[src/hdl/mccq_pkg.sv]
`timescale 1ns / 1ps

package mccq_pkg;

  localparam int unsigned NUM_BUTTONS_DEF = 2;

  localparam int unsigned POS_W   = 12;
  localparam int unsigned SIZE_W  = 13;
  localparam int unsigned IVL_W   = 16;
  localparam int unsigned DELTA_W = 16;
  localparam int unsigned TIME_W  = 32;
  localparam int unsigned PADDR_W = 4;
  localparam int unsigned PDATA_W = 32;

  localparam logic [SIZE_W-1:0] SCREEN_W_RST = 13'd640;
  localparam logic [SIZE_W-1:0] SCREEN_H_RST = 13'd480;
  localparam logic [IVL_W-1:0]  DBL_IVL_RST  = 16'd500;
  localparam logic              SWAP_RST     = 1'b0;

  typedef enum logic [2:0] {
    ST_NONE = 3'd0,
    ST_DOWN = 3'd1,
    ST_HELD = 3'd2,
    ST_UP   = 3'd3,
    ST_DBL  = 3'd4
  } btn_state_e;

  typedef enum logic [1:0] {
    REG_SCREEN_W = 2'd0,
    REG_SCREEN_H = 2'd1,
    REG_DBL_IVL  = 2'd2,
    REG_SWAP     = 2'd3
  } cfg_reg_e;

  typedef struct packed {
    logic [SIZE_W-1:0] screen_width;
    logic [SIZE_W-1:0] screen_height;
    logic [IVL_W-1:0]  dbl_interval;
    logic              swap_buttons;
  } cfg_t;

endpackage

[src/hdl/mccq_regs.sv]
`timescale 1ns / 1ps

module mccq_regs (
  input  logic                          clk_i,
  input  logic                          rst_ni,
  input  logic                          psel,
  input  logic                          penable,
  input  logic                          pwrite,
  input  logic [mccq_pkg::PADDR_W-1:0]  paddr,
  input  logic [mccq_pkg::PDATA_W-1:0]  pwdata,
  output logic [mccq_pkg::PDATA_W-1:0]  prdata,
  output logic                          pready,
  output mccq_pkg::cfg_t                cfg_o
);
  import mccq_pkg::*;

  cfg_t     cfg_q, cfg_d;
  cfg_reg_e idx;
  logic     wr_en;

  assign idx    = cfg_reg_e'(paddr[3:2]);
  assign wr_en  = psel && penable && pwrite;
  assign pready = 1'b1;
  assign cfg_o  = cfg_q;

  always_comb begin
    cfg_d = cfg_q;
    if (wr_en) begin
      unique case (idx)
        REG_SCREEN_W: cfg_d.screen_width  = pwdata[SIZE_W-1:0];
        REG_SCREEN_H: cfg_d.screen_height = pwdata[SIZE_W-1:0];
        REG_DBL_IVL:  cfg_d.dbl_interval  = pwdata[IVL_W-1:0];
        REG_SWAP:     cfg_d.swap_buttons  = pwdata[0];
      endcase
    end
  end

  always_comb begin
    unique case (idx)
      REG_SCREEN_W: prdata = PDATA_W'(cfg_q.screen_width);
      REG_SCREEN_H: prdata = PDATA_W'(cfg_q.screen_height);
      REG_DBL_IVL:  prdata = PDATA_W'(cfg_q.dbl_interval);
      REG_SWAP:     prdata = PDATA_W'(cfg_q.swap_buttons);
    endcase
  end

  always_ff @(posedge clk_i or negedge rst_ni) begin
    if (!rst_ni) begin
      cfg_q.screen_width  <= SCREEN_W_RST;
      cfg_q.screen_height <= SCREEN_H_RST;
      cfg_q.dbl_interval  <= DBL_IVL_RST;
      cfg_q.swap_buttons  <= SWAP_RST;
    end else begin
      cfg_q <= cfg_d;
    end
  end

endmodule

[src/hdl/mccq_button.sv]
`timescale 1ns / 1ps

module mccq_button (
  input  logic                         clk_i,
  input  logic                         rst_ni,
  input  logic                         adv_i,
  input  logic                         report_valid_i,
  input  logic                         level_i,
  input  logic                         moved_i,
  input  logic [mccq_pkg::TIME_W-1:0]  now_i,
  input  logic [mccq_pkg::IVL_W-1:0]   interval_i,
  output mccq_pkg::btn_state_e         state_o
);
  import mccq_pkg::*;

  logic              prev_q;
  logic [TIME_W-1:0] mark_q, mark_d;
  logic [TIME_W-1:0] iv;
  logic [TIME_W-1:0] mark_eff;
  logic              cur;
  logic              early;

  assign iv  = TIME_W'(interval_i);
  assign cur = report_valid_i ? level_i : prev_q;

  // movement pushes the mark back so the next press is a fresh one
  assign mark_eff = moved_i ? (now_i - iv) : mark_q;
  assign early    = now_i < (mark_eff + iv);

  always_comb begin
    mark_d  = mark_eff;
    state_o = ST_NONE;
    if (!cur) begin
      state_o = prev_q ? ST_UP : ST_NONE;
    end else if (prev_q) begin
      state_o = ST_HELD;
    end else if (!early) begin
      state_o = ST_DOWN;
      mark_d  = now_i;
    end else begin
      state_o = ST_DBL;
      mark_d  = now_i - iv;
    end
  end

  always_ff @(posedge clk_i or negedge rst_ni) begin
    if (!rst_ni) begin
      prev_q <= 1'b0;
      mark_q <= '0;
    end else if (adv_i) begin
      prev_q <= cur;
      mark_q <= mark_d;
    end
  end

endmodule

[src/hdl/mouse_cursor_and_click_qualifier_top.sv]
`timescale 1ns / 1ps
// An accepted word passes the input register, then the result register; the button and
// cursor state update as the result register loads. Throughput: one word per cycle
// unless out_stall_i stalls; the input register refills in the same cycle it drains.
// Reset (rst_ni low, asynchronous): cursor at 0,0, both buttons released, press marks 0,
// registers at 640 x 480, 500 ms interval, no swap; both pipeline stages empty.
module mouse_cursor_and_click_qualifier_top
  import mccq_pkg::*;
#(
  parameter int unsigned NumButtons = NUM_BUTTONS_DEF
) (
  input  logic                          clk_i,
  input  logic                          rst_ni,
  // input words
  input  logic                          in_valid_i,
  output logic                          in_stall_o,
  input  logic                          report_valid_i,
  input  logic signed [DELTA_W-1:0]     move_x_i,
  input  logic signed [DELTA_W-1:0]     move_y_i,
  input  logic signed [DELTA_W-1:0]     wheel_move_i,
  input  logic                          button0_level_i,
  input  logic                          button1_level_i,
  input  logic [TIME_W-1:0]             now_ms_i,
  // result words
  output logic                          out_valid_o,
  input  logic                          out_stall_i,
  output logic [POS_W-1:0]              cursor_x_o,
  output logic [POS_W-1:0]              cursor_y_o,
  output logic signed [DELTA_W-1:0]     delta_x_o,
  output logic signed [DELTA_W-1:0]     delta_y_o,
  output logic signed [DELTA_W-1:0]     wheel_o,
  output logic [2:0]                    left_state_o,
  output logic [2:0]                    right_state_o,
  // configuration
  input  logic                          psel,
  input  logic                          penable,
  input  logic                          pwrite,
  input  logic [PADDR_W-1:0]            paddr,
  input  logic [PDATA_W-1:0]            pwdata,
  output logic [PDATA_W-1:0]            prdata,
  output logic                          pready
);

  cfg_t cfg;

  mccq_regs u_regs (
    .clk_i   (clk_i),
    .rst_ni  (rst_ni),
    .psel    (psel),
    .penable (penable),
    .pwrite  (pwrite),
    .paddr   (paddr),
    .pwdata  (pwdata),
    .prdata  (prdata),
    .pready  (pready),
    .cfg_o   (cfg)
  );

  // Clamp one axis: a size of 0 acts as 1 and anything above 4096 as 4096.
  function automatic logic [POS_W-1:0] clamp_axis(
    input logic [POS_W-1:0]          pos,
    input logic signed [DELTA_W-1:0] d,
    input logic [SIZE_W-1:0]         size
  );
    logic [SIZE_W-1:0]   eff;
    logic signed [17:0]  lim;
    logic signed [17:0]  p;
    eff = size;
    if (size == '0) begin
      eff = SIZE_W'(1);
    end else if (size > SIZE_W'(4096)) begin
      eff = SIZE_W'(4096);
    end
    lim = $signed(18'(eff)) - 18'sd1;
    p   = $signed(18'(pos)) + 18'(d);
    if (p < 18'sd0) begin
      return '0;
    end else if (p > lim) begin
      return lim[POS_W-1:0];
    end else begin
      return p[POS_W-1:0];
    end
  endfunction

  // ---------------------------------------------------------------------------
  // Handshake. The input register takes a word whenever it is empty or drains
  // this cycle; it drains whenever the result register is empty or being read.
  // ---------------------------------------------------------------------------
  logic s1_valid_q, s1_valid_d;
  logic out_valid_q, out_valid_d;
  logic in_accept;
  logic s1_adv;

  assign s1_adv     = s1_valid_q && !(out_valid_q && out_stall_i);
  assign in_stall_o = s1_valid_q && out_valid_q && out_stall_i;
  assign in_accept  = in_valid_i && !in_stall_o;

  always_comb begin
    s1_valid_d = s1_valid_q;
    if (in_accept) begin
      s1_valid_d = 1'b1;
    end else if (s1_adv) begin
      s1_valid_d = 1'b0;
    end
    out_valid_d = out_valid_q;
    if (s1_adv) begin
      out_valid_d = 1'b1;
    end else if (!out_stall_i) begin
      out_valid_d = 1'b0;
    end
  end

  always_ff @(posedge clk_i or negedge rst_ni) begin
    if (!rst_ni) begin
      s1_valid_q  <= 1'b0;
      out_valid_q <= 1'b0;
    end else begin
      s1_valid_q  <= s1_valid_d;
      out_valid_q <= out_valid_d;
    end
  end

  // ---------------------------------------------------------------------------
  // Input register: hold the accepted word's fields.
  // ---------------------------------------------------------------------------
  logic                      s1_report_valid_q;
  logic signed [DELTA_W-1:0] s1_move_x_q, s1_move_y_q, s1_wheel_q;
  logic                      s1_btn0_q, s1_btn1_q;
  logic [TIME_W-1:0]         s1_now_q;

  always_ff @(posedge clk_i) begin
    if (in_accept) begin
      s1_report_valid_q <= report_valid_i;
      s1_move_x_q       <= move_x_i;
      s1_move_y_q       <= move_y_i;
      s1_wheel_q        <= wheel_move_i;
      s1_btn0_q         <= button0_level_i;
      s1_btn1_q         <= button1_level_i;
      s1_now_q          <= now_ms_i;
    end
  end

  // ---------------------------------------------------------------------------
  // Single pass: gate deltas on the report flag, move and clamp the cursor.
  // ---------------------------------------------------------------------------
  logic signed [DELTA_W-1:0] dx, dy, dw;
  logic                      moved;
  logic [POS_W-1:0]          pos_x_q, pos_y_q, pos_x_d, pos_y_d;

  assign dx      = s1_report_valid_q ? s1_move_x_q : '0;
  assign dy      = s1_report_valid_q ? s1_move_y_q : '0;
  assign dw      = s1_report_valid_q ? s1_wheel_q  : '0;
  assign moved   = (dx != '0) || (dy != '0);
  assign pos_x_d = clamp_axis(pos_x_q, dx, cfg.screen_width);
  assign pos_y_d = clamp_axis(pos_y_q, dy, cfg.screen_height);

  always_ff @(posedge clk_i or negedge rst_ni) begin
    if (!rst_ni) begin
      pos_x_q <= '0;
      pos_y_q <= '0;
    end else if (s1_adv) begin
      pos_x_q <= pos_x_d;
      pos_y_q <= pos_y_d;
    end
  end

  // ---------------------------------------------------------------------------
  // Per-button click qualifiers. Buttons past the two physical inputs read
  // released; a missing second button reports none.
  // ---------------------------------------------------------------------------
  btn_state_e st [NumButtons];
  btn_state_e st0, st1;

  for (genvar b = 0; b < NumButtons; b++) begin : g_btn
    logic lvl;
    if (b == 0) begin : g_b0
      assign lvl = s1_btn0_q;
    end else if (b == 1) begin : g_b1
      assign lvl = s1_btn1_q;
    end else begin : g_bx
      assign lvl = 1'b0;
    end

    mccq_button u_btn (
      .clk_i          (clk_i),
      .rst_ni         (rst_ni),
      .adv_i          (s1_adv),
      .report_valid_i (s1_report_valid_q),
      .level_i        (lvl),
      .moved_i        (moved),
      .now_i          (s1_now_q),
      .interval_i     (cfg.dbl_interval),
      .state_o        (st[b])
    );
  end

  assign st0 = st[0];
  if (NumButtons > 1) begin : g_st1
    assign st1 = st[1];
  end else begin : g_st1_none
    assign st1 = ST_NONE;
  end

  // ---------------------------------------------------------------------------
  // Result register: advance whenever the input register drains.
  // ---------------------------------------------------------------------------
  logic [POS_W-1:0]          cursor_x_q, cursor_y_q;
  logic signed [DELTA_W-1:0] delta_x_q, delta_y_q, wheel_q;
  btn_state_e                left_q, right_q;

  always_ff @(posedge clk_i) begin
    if (s1_adv) begin
      cursor_x_q <= pos_x_d;
      cursor_y_q <= pos_y_d;
      delta_x_q  <= dx;
      delta_y_q  <= dy;
      wheel_q    <= dw;
      left_q     <= cfg.swap_buttons ? st1 : st0;
      right_q    <= cfg.swap_buttons ? st0 : st1;
    end
  end

  assign out_valid_o   = out_valid_q;
  assign cursor_x_o    = cursor_x_q;
  assign cursor_y_o    = cursor_y_q;
  assign delta_x_o     = delta_x_q;
  assign delta_y_o     = delta_y_q;
  assign wheel_o       = wheel_q;
  assign left_state_o  = left_q;
  assign right_state_o = right_q;

endmodule

[config.mk]
export PLATFORM = sky130hd
export DESIGN_NAME = mouse_cursor_and_click_qualifier_top
export DESIGN_NICKNAME = d
export VERILOG_FILES = /design/src/hdl/mccq_pkg.sv /design/src/hdl/mccq_regs.sv /design/src/hdl/mccq_button.sv /design/src/hdl/mouse_cursor_and_click_qualifier_top.sv
export SDC_FILE = /design/constraint.sdc
export NUM_CORES = 1
export LEC_CHECK = 0
export ABC_AREA = 1
export CORE_AREA = 2 2 234 236
export DETAILED_ROUTE_END_ITERATION = 16
export DIE_AREA = 0 0 236 238
export DONT_BUFFER_PORTS = 1
export PLACE_DENSITY_LB_ADDON = 0.2
export SLEW_MARGIN = 10
export SYNTH_ARGS = -nofsm -noshare
export SYNTH_HDL_FRONTEND = slang
export SYNTH_SLANG_ARGS = --single-unit
[constraint.sdc]
create_clock -name clk_i -period 11.6 [get_ports clk_i]
set_input_delay 1.74 -clock clk_i [delete_from_list [all_inputs] [get_ports clk_i]]
set_output_delay 1.74 -clock clk_i [all_outputs]
set_load 0.01 [all_outputs]
# After elaboration in Yosys (flattened, before gate mapping)
# Index checks and enable logic that the tools add are counted.
# classes
n_addsub	7
n_lt_le_gt_ge	8
n_eq_ne	4
muxes	35
reduce_logical	20
# op_table
op	n
2-to-1 mux 32 bit	8
case mux 32 bit (4 select lines)	1
adder 32 x 16 -> 32 bit	2
less-than comparator 32 bit	2
2-to-1 mux 13 bit	4
2-to-1 mux 12 bit	4
adder 13 x 16 -> 17 bit	2
> comparator 17 x 14 -> 1 bit	2
less-than comparator 17 x 1 -> 1 bit (second input constant)	2
2-to-1 mux 16 bit	2
nonzero test 16 bit	2
subtractor 32 x 16 -> 32 bit	1
subtractor 13 x 1 -> 14 bit (second input constant)	2
> comparator 13 bit (second input constant)	2
logical NOT 13 bit	2
2-to-1 mux 3 bit	8
AND reduction 2 bit	4
logical AND 1 bit	7
2-to-1 mux 1 bit	6
equality test 2 bit (second input constant)	2
2-to-1 mux 2 bit	2
equality test 2 x 1 -> 1 bit (second input constant)	1
logical NOT 1 bit	2
logical NOT 2 bit	1
3 further kinds	3
# totals
reg_bits	296
in_bits	126

# Depth between registers and ports, before layout
# Gate-level depths: netlist of the first run.
# logic_depth
word_depth	10
depth_mapped	45

# Cells and area by module
# From an unflattened synthesis of the first run, not the netlist that was laid out.
# hier_totals
cells_unflattened	3429
hier_area_um2	24130.6
# modules_own_cells
module	instances	cells_each	area_per_inst_um2
mouse_cursor_and_click_qualifier_top	1	1057	9944.5
mccq_button (g_btn[0].u_btn)	1	1046	6083.3
mccq_button (g_btn[1].u_btn)	1	1047	5960.7
mccq_regs	1	279	2142.1

# Worst setup path after synthesis of the first run
# OpenSTA, ideal clock, no wires.
# synth_path
kind	register to register
startpoint	register u_regs.cfg_q, in the netlist u_regs.cfg_o[3]
endpoint	register g_btn[1].u_btn.mark_q[16]
setup_ns	0.077
arrival_time_ns	5.327
path_slack_ns	6.196
path_stages_with_launch	41
path_buffers	3
period_less_slack_ns	5.404
path_cell_list	dfstp_2 inv_1 ha_1 buf_2 nand2_1 nand2_1 inv_1 nand2_1 nand2_1 nand2_1 xor2_1 or2_2 o21ai_0 inv_1 ha_1 nand2_1 nor3_1 nand2_1 [5 not listed] nand3_2 nor2_2 nand2_1 xor2_1 ha_1 nand2_1 inv_1 nand2_1 a31o_2 o211a_1 and2_1 clkbuf_1 nand2_1 nand3_1 inv_1 buf_2 nand2_1 a21oi_1
# synth_between
elab_chain_cells	7
# synth_lines
element	line	rtl
from (decl)	mccq_regs.sv:17	cfg_t cfg_q, cfg_d;
from (signal assigned)	mccq_regs.sv:54	cfg_q <= cfg_d;
subtractor 32 x 16 -> 32 bit	mccq_button.sv:27, mccq_button.sv:42	
2-to-1 mux 32 bit	mccq_button.sv:27	assign mark_eff = moved_i ? (now_i - iv) : mark_q;
adder 32 x 16 -> 32 bit	mccq_button.sv:28	assign early = now_i < (mark_eff + iv);
less-than comparator 32 bit	mccq_button.sv:28	
2-to-1 mux 32 bit	mccq_button.sv:37	end else if (!early) begin
2-to-1 mux 32 bit	mccq_button.sv:35	end else if (prev_q) begin
2-to-1 mux 32 bit (*)	mccq_button.sv:33	if (!cur) begin
to (signal assigned)	mccq_button.sv:52	mark_q <= mark_d;
to (decl)	mccq_button.sv:17	logic [TIME_W-1:0] mark_q, mark_d;
# Mark *: on every way between the ends. The rest lies on a longest branch, timed or not.
# A chain may end at the register's enable or synchronous reset.

# Worst setup path in the final report of the first run
# layout_path
startpoint	register s1_report_valid_q
endpoint	register g_btn[0].u_btn.mark_q[16]
# layout_between
elab_chain_cells	9
elab_cells_between_ends	12
# layout_lines
element	line	rtl
from (decl)	mouse_cursor_and_click_qualifier_top.sv:126	logic s1_report_valid_q;
from (signal assigned)	mouse_cursor_and_click_qualifier_top.sv:133	s1_report_valid_q <= report_valid_i;
2-to-1 mux 16 bit, on equally long branches	mouse_cursor_and_click_qualifier_top.sv:150, mouse_cursor_and_click_qualifier_top.sv:151	
nonzero test 16 bit	mouse_cursor_and_click_qualifier_top.sv:153	assign moved = (dx != '0) || (dy != '0);
logical OR 1 bit	mouse_cursor_and_click_qualifier_top.sv:153	
2-to-1 mux 32 bit	mccq_button.sv:27	
adder 32 x 16 -> 32 bit	mccq_button.sv:28	
less-than comparator 32 bit	mccq_button.sv:28	
2-to-1 mux 32 bit	mccq_button.sv:37	
2-to-1 mux 32 bit	mccq_button.sv:35	
2-to-1 mux 32 bit (*)	mccq_button.sv:33	
to (signal assigned)	mccq_button.sv:52	
to (decl)	mccq_button.sv:17	
# Marked as above.

==> results.md, run 1 <==
* Vias at 18900
* Layout Utilization at 43.2%
* Worst IR Drop VDD at 0.000173 V
* Clk sinks at 296
* Setup CP Type: register to register
* Worst slack after detailed placement at 2150 ps
* Die area at 0.0562 sq mm
* Worst-path clk slew at 60 ps
* RSZ-0062 raised after global routing: no
* Final Max Tran Viols at 0
* Period utilisation layout at between 80 and 90%
* Crit-path max FO at 34
* CP max stage cell: nor2_1
* GP Congestion at approximately 0.97
* Die width at 236 um
* Resized cells post-CTS at 0
* Main combinational cell family by area after synthesis: simple AND/OR/NAND/NOR gates
* Vias in the first global route at between 15000 and 20000
* First-pass GRT wire length at 105000 um
* CP required at approximately 12000 ps
* Fill count at around 5400
* Slew @ Worst Pin at 1190 ps
* HPWL after detailed placement at 51600 um
* WHS Path Cells at 2
* Crit path launch type: register
* Sequential share of the synthesized area at 38.6%
* Rel. slew slack at 20.3%
* Synth Area in Adders at 10.4%
* Share of flip-flops with an asynchronous set or reset at a little under half
* Power Total at between 0.005 and 0.006 W
* Initial cell density of the core at 39.9%
* GR Util All Layers at 24.3%
* Final hold violations at 0
* Worst Setup End Kind: register
* Register bit total from synthesis at 296
* Initial antenna violation count at 1
* Max cap viols at 0
* Min-Delay Endpoint: u_regs.cfg_o[26]$_DFFE_PN0P_
* Area delta synth->final at 8.40%
* Cell chosen for the clock root: clkbuf_16
* Synth Warn # at 0
* XOR/XNOR share of the synthesized area at ~4%
* Syn avg cell area at around 7.6 sq um
* Post-synthesis compound-gate area fraction at 11.2%
* CTS HTree Levels at 2
* IO buf count at 0
* Reg-to-reg setup timing slack at roughly 2000 ps
* Final worst slack at 1980 ps
* Crit path arrival time at around 10000 ps
* Total core area at 0.0535 sq mm
* Wirelength, routed at 68500 um
* R2r startpoint: s1_report_valid_q$_DFFE_PP_
* Synth Area in Simple Gates at a little over a quarter
* Routed len/inst at approximately 19 um
* Largest net degree at the start of global routing at 136
* Leading area contributor after synthesis: edfxtp_1
* Clk_skew at 21.8 ps
* Status: finished clean
* Cells after synthesis at 2811
* Reg2reg end: g_btn[0].u_btn.mark_q[16]$_DFFE_PN0P_
* Nets at roughly 3100
* Biggest cell delay along the critical path at 1110 ps
* Number of diodes at 0
* Period minus WS final at approximately 9600 ps
* Mapped Area at between 0.02 and 0.025 sq mm
* Clk buf depth at 3
* Most frequent cell after synthesis: nand2_1
* DRT antenna net count at 0
* Later-pin clock latency in the skew report at 570 ps
* Top post-synthesis cells by count: 735 x nand2_1, 383 x inv_1, 230 x nor2_1, 170 x ha_1, 166 x nand3_1
* CTS tree: done
* Ranking of synthesized cells by area: edfxtp_1 23%, dfrtp_1 14%, nand2_1 13%, ha_1 10%, inv_1 6.7%
* Layout cells sized above 1 at 6.08%
* Min-Delay Path Class: register to register
* Drt drc at 0
* Die H at roughly 240 um
* DR pass1 iterations at 6
* Worst hold-check slack at ~490 ps
* Post-synthesis mux area share at 0%
* Worst Setup SP: s1_report_valid_q$_DFFE_PP_
* EDFF count, synth at 161
* Setup_tns at 0 ps
* Post-CTS setup buffers at 0
* Hold Path Origin: u_regs.cfg_o[26]$_DFFE_PN0P_
* Leakage power at about 11 nW
* CTS Hold Bufs at 0
* Cell mode on critical path: nand2_1
* Via/cell ratio at 5.37
* Setup violators final at 0
* Share of the synthesized area in the top cell type at 22.7%
* Reg2Reg Depth at 35
* Max frequency at 0.104 GHz
* Cts bufs inserted at 38
* Yosys cell types at 56
* Starting DRT DRC Count at 1795
* Cell Rows at 85
* Congestion Overflow GR at 0
* PwrDens at 226 mW/mm^2
* # IOs at between 200 and 250
* Synth Flop Type: edfxtp_1
## layer usage
metal  track usage, %  up-vias  wire (um)
met5                0        -          0
met4             7.93        0       2090
met3             4.44      108       5090
met2             38.1      725      30200
met1             33.8     8936      31100
li1                 -     9161          -
## report_power, final
part           internal (W)  leakage, nW  switching [W]
clock network      0.000677        0.572       0.000480
registers           0.00139         3.17       0.000209
logic              0.000875         7.52        0.00160
## sequential cells by signal, summed over array words and instances (netlist names), 16 cells and up
register / count
delta_x_o: 16
delta_y_o: 16
g_btn.u_btn.mark_q: 64
s1_move_x_q: 16
s1_move_y_q: 16
s1_now_q: 32
s1_wheel_q: 16
u_regs.cfg_o: 43
wheel_o: 16
## stage by stage
| step | cells | area [sq um] |
|---|---|---|
| 6_report | 3525 | 23100 |
| 4_1_cts | 3525 | 23100 |
| 3_5_place_dp | 3456 | 21900 |
| 2_1_floorplan | 2834 | 21400 |
| 5_1_grt | 3525 | 23100 |
| 3_3_place_gp | 3456 | 21900 |
## layout make-up
| type | count | area, sq um | area share (%) |
|---|---|---|---|
| clock buffer | 50 | 1040 | 4.48 |
| tap | 696 | 871 | 3.77 |
| multi-input combinational | 2038 | 11200 | 48.3 |
| inverter | 414 | 1560 | 6.73 |
| timing repair buffer | 12 | 90.1 | 0.390 |
| sequential | 296 | 8230 | 35.6 |
| clock inverter | 19 | 163 | 0.703 |
## critical path, delay by kind of cell (launching register included)
kind | cells | cell delay, ps
simple gates | 22 | 4940
xor+xnor | 1 | 170
flops | 1 | 890
buf+inv | 4 | 1910
compound gates | 6 | 980
fa+ha+maj | 2 | 600
## cell families (layout without fill, tap and decap cells)
family	Yosys count	after routing
flip-flops	296	296
adder cells (fa/ha/maj)	175	175
buffers and inverters	500	495
AND/OR/NAND/NOR	1306	1306
XOR/XNOR	99	99
other	2	25
AO/OA/AOI/OAI	433	433
## worst max path at each step
| stage | end | cells past startpoint | slack [ps] |
|---|---|---|---|
| finish | g_btn[0].u_btn.mark_q[16]$_DFFE_PN0P_ | 35 | 1980 |
| global placement | g_btn[0].u_btn.mark_q[16]$_DFFE_PN0P_ | 37 | 2290 |
| CTS | g_btn[0].u_btn.mark_q[16]$_DFFE_PN0P_ | 35 | 2100 |
| floorplan | g_btn[1].u_btn.mark_q[16]$_DFFE_PN0P_ | 40 | 6200 |
| global route | g_btn[0].u_btn.mark_q[7]$_DFFE_PN0P_ | 35 | 1370 |
| detailed placement | g_btn[0].u_btn.mark_q[16]$_DFFE_PN0P_ | 35 | 2150 |
## cell usage in the layout (no fill, tap or decap), drive strengths merged, types with 25 or more instances in the layout
cell / Yosys / routed
or2: 32 / 32
nor2: 245 / 245
nand3: 178 / 178
a21oi: 151 / 151
xnor2: 33 / 33
o21ai: 195 / 195
ha: 170 / 170
inv: 408 / 411
dfrtp: 123 / 123
edfxtp: 161 / 161
clkbuf: 49 / 50
conb: 2 / 25
xor2: 66 / 66
nand4: 54 / 54
nor3: 28 / 28
nand2: 749 / 749
(Power assumes the default switching activity.)
==> run 2, diff against run 1 <==
==> constraint.sdc (replaced) <==
create_clock -name clk_i -period 8.7 [get_ports clk_i]
set_input_delay 1.305 -clock clk_i [delete_from_list [all_inputs] [get_ports clk_i]]
set_output_delay 1.305 -clock clk_i [all_outputs]
set_load 0.01 [all_outputs]
==> results.md, run 2 (synthesized netlist as in run 1, its figures left out) <==
* Worst IR Drop VDD at about 0.00029 V
* Slew @ Worst Pin at 1150 ps
* Final Cell Area at ~0.023 sq mm
* Crit-path max FO at 63
* Max frequency at around 0.14 GHz
* Cts bufs inserted at 38
* Cell mode on critical path: nand2_1
* Max cap viols at 0
* Crit path launch type: register
* Via/cell ratio at approximately 5.3
* Vias in the first global route at 18200
* Routed len/inst at 19.3 um
* R2r startpoint: s1_report_valid_q$_DFFE_PP_
* Area delta synth->final at 9.52%
* Total core area at between 0.05 and 0.06 sq mm
* Reg-to-reg setup timing slack at 1400 ps
* PwrDens at 303 mW/mm^2
* Later-pin clock latency in the skew report at 560 ps
* Reg2reg end: left_state_o[2]$_DFFE_PP_
* Die area at 0.0562 sq mm
* Fill count at around 5500
* Post-CTS setup buffers at 0
* Largest net degree at the start of global routing at 177
* CTS tree: done
* # IOs at approximately 240
* Most frequent cells in the layout: 735 x nand2_1, 381 x inv_1, 229 x nor2_1, 170 x ha_1, 166 x nand3_1
* Setup CP Type: register to register
* First-pass GRT wire length at 106000 um
* Starting DRT DRC Count at 1631
* Cell Rows at 85
* Final Max Tran Viols at 0
* Wirelength, routed at 68500 um
* Layout Utilization at between 40 and 50%
* Leakage power at 11.4 nW
* Die width at 236 um
* Nets at 3115
* GR Util All Layers at 24.3%
* CTS Hold Bufs at 0
* Number of diodes at 0
* GP Congestion at 0.946
* Final hold violations at 0
* Clk_skew at 26.5 ps
* Dpl cell area at 0.0221 sq mm
* Drt drc at 0
* Initial cell density of the core at 39.9%
* Worst-path clk slew at 60 ps
* Biggest cell delay along the critical path at a little under 600 ps
* DR pass1 iterations at 6
* Clk buf depth at 3
* Cell chosen for the clock root: clkbuf_16
* DRT antenna net count at 0
* CP required at 8980 ps
* Congestion Overflow GR at 0
* Clk sinks at 296
* Vias at 18600
* Worst Setup End Kind: register
* Period minus WS final at 7300 ps
* Reg2Reg Depth at 39
* Max reg flops at 64
* Setup_tns at 0 ps
* IO buf count at 0
* Setup violators final at 0
* Crit path arrival time at approximately 7600 ps
* Period utilisation layout at 83.9%
* Resized cells post-CTS at 0
* RSZ-0062 raised after global routing: no
* Layout cells sized above 1 at 6.79%
* Register with the most flip-flops: g_btn.u_btn.mark_q
* Initial antenna violation count at 0
* Status: finished clean
* HPWL after detailed placement at 51800 um
* CP max stage cell: buf_4
* Most common cell after layout, fill and taps aside: nand2_1
* CTS HTree Levels at 2
* Die H at 238 um
* Min-Delay Path Class: input port to async pin
* Rel. slew slack at 23.1%
[run 2: per-layer routing]
metal  GRT usage, %  routed length (um)  vias up
met5              0                   0        -
met4           8.28                2220        0
met3           3.51                4390      102
met2           38.7               30400      603
met1           34.0               31400     8723
li1               -                   -     9189
[run 2: worst max-delay path by stage]
| stage | from | slack, ps | depth (start not counted) | end |
|---|---|---|---|---|
| floorplan | u_regs.cfg_o[3]$_DFFE_PN1P_ | 3300 | 40 | g_btn[1].u_btn.mark_q[16]$_DFFE_PN0P_ |
| global placement | s1_report_valid_q$_DFFE_PP_ | 1490 | 40 | left_state_o[2]$_DFFE_PP_ |
| detailed placement | s1_report_valid_q$_DFFE_PP_ | 1430 | 40 | left_state_o[2]$_DFFE_PP_ |
| CTS | s1_report_valid_q$_DFFE_PP_ | 1390 | 39 | left_state_o[2]$_DFFE_PP_ |
| global route | s1_report_valid_q$_DFFE_PP_ | 630 | 40 | left_state_o[2]$_DFFE_PP_ |
| finish | s1_report_valid_q$_DFFE_PP_ | 1400 | 39 | left_state_o[2]$_DFFE_PP_ |
[run 2: final cells by class]
type	count	area, sq um	area share, %
inverter	414	1560	6.66
clock inverter	27	314	1.34
clock buffer	43	1000	4.28
multi-input combinational	2038	11200	47.9
timing repair buffer	26	208	0.889
sequential	296	8230	35.2
tap	696	871	3.73
[run 2: worst max-delay path, delay by kind of cell, from the launching register on]
| kind | cells | cell delay (ps) |
|---|---|---|
| AOI/OAI and AO/OA | 2 | 240 |
| buffers and inverters | 9 | 2180 |
| DFF | 1 | 320 |
| adders and majority gates | 2 | 660 |
| xor gates and xnor gates | 1 | 150 |
| and+or+nand+nor | 25 | 3410 |
[run 2: metrics by stage]
step | setup WS (ps) | std cells | hold slack, ps | power (W)
4_1_cts | 1390 | 3540 | 417 | 0.00712
2_1_floorplan | 3300 | 2834 | 434 | 0.00449
6_report | 1400 | 3540 | 457 | 0.00709
3_5_place_dp | 1430 | 3470 | 478 | 0.00540
3_3_place_gp | 1490 | 3470 | 470 | 0.00533
5_1_grt | 634 | 3540 | 417 | 0.00770
[run 2: where the power goes]
part / total, W / internal, W / switching [W] / leakage [nW]
clock: 0.00167 / 0.00101 / 0.000659 / 0.647
combinational: 0.00330 / 0.00118 / 0.00212 / 7.60
sequential: 0.00212 / 0.00185 / 0.000276 / 3.17
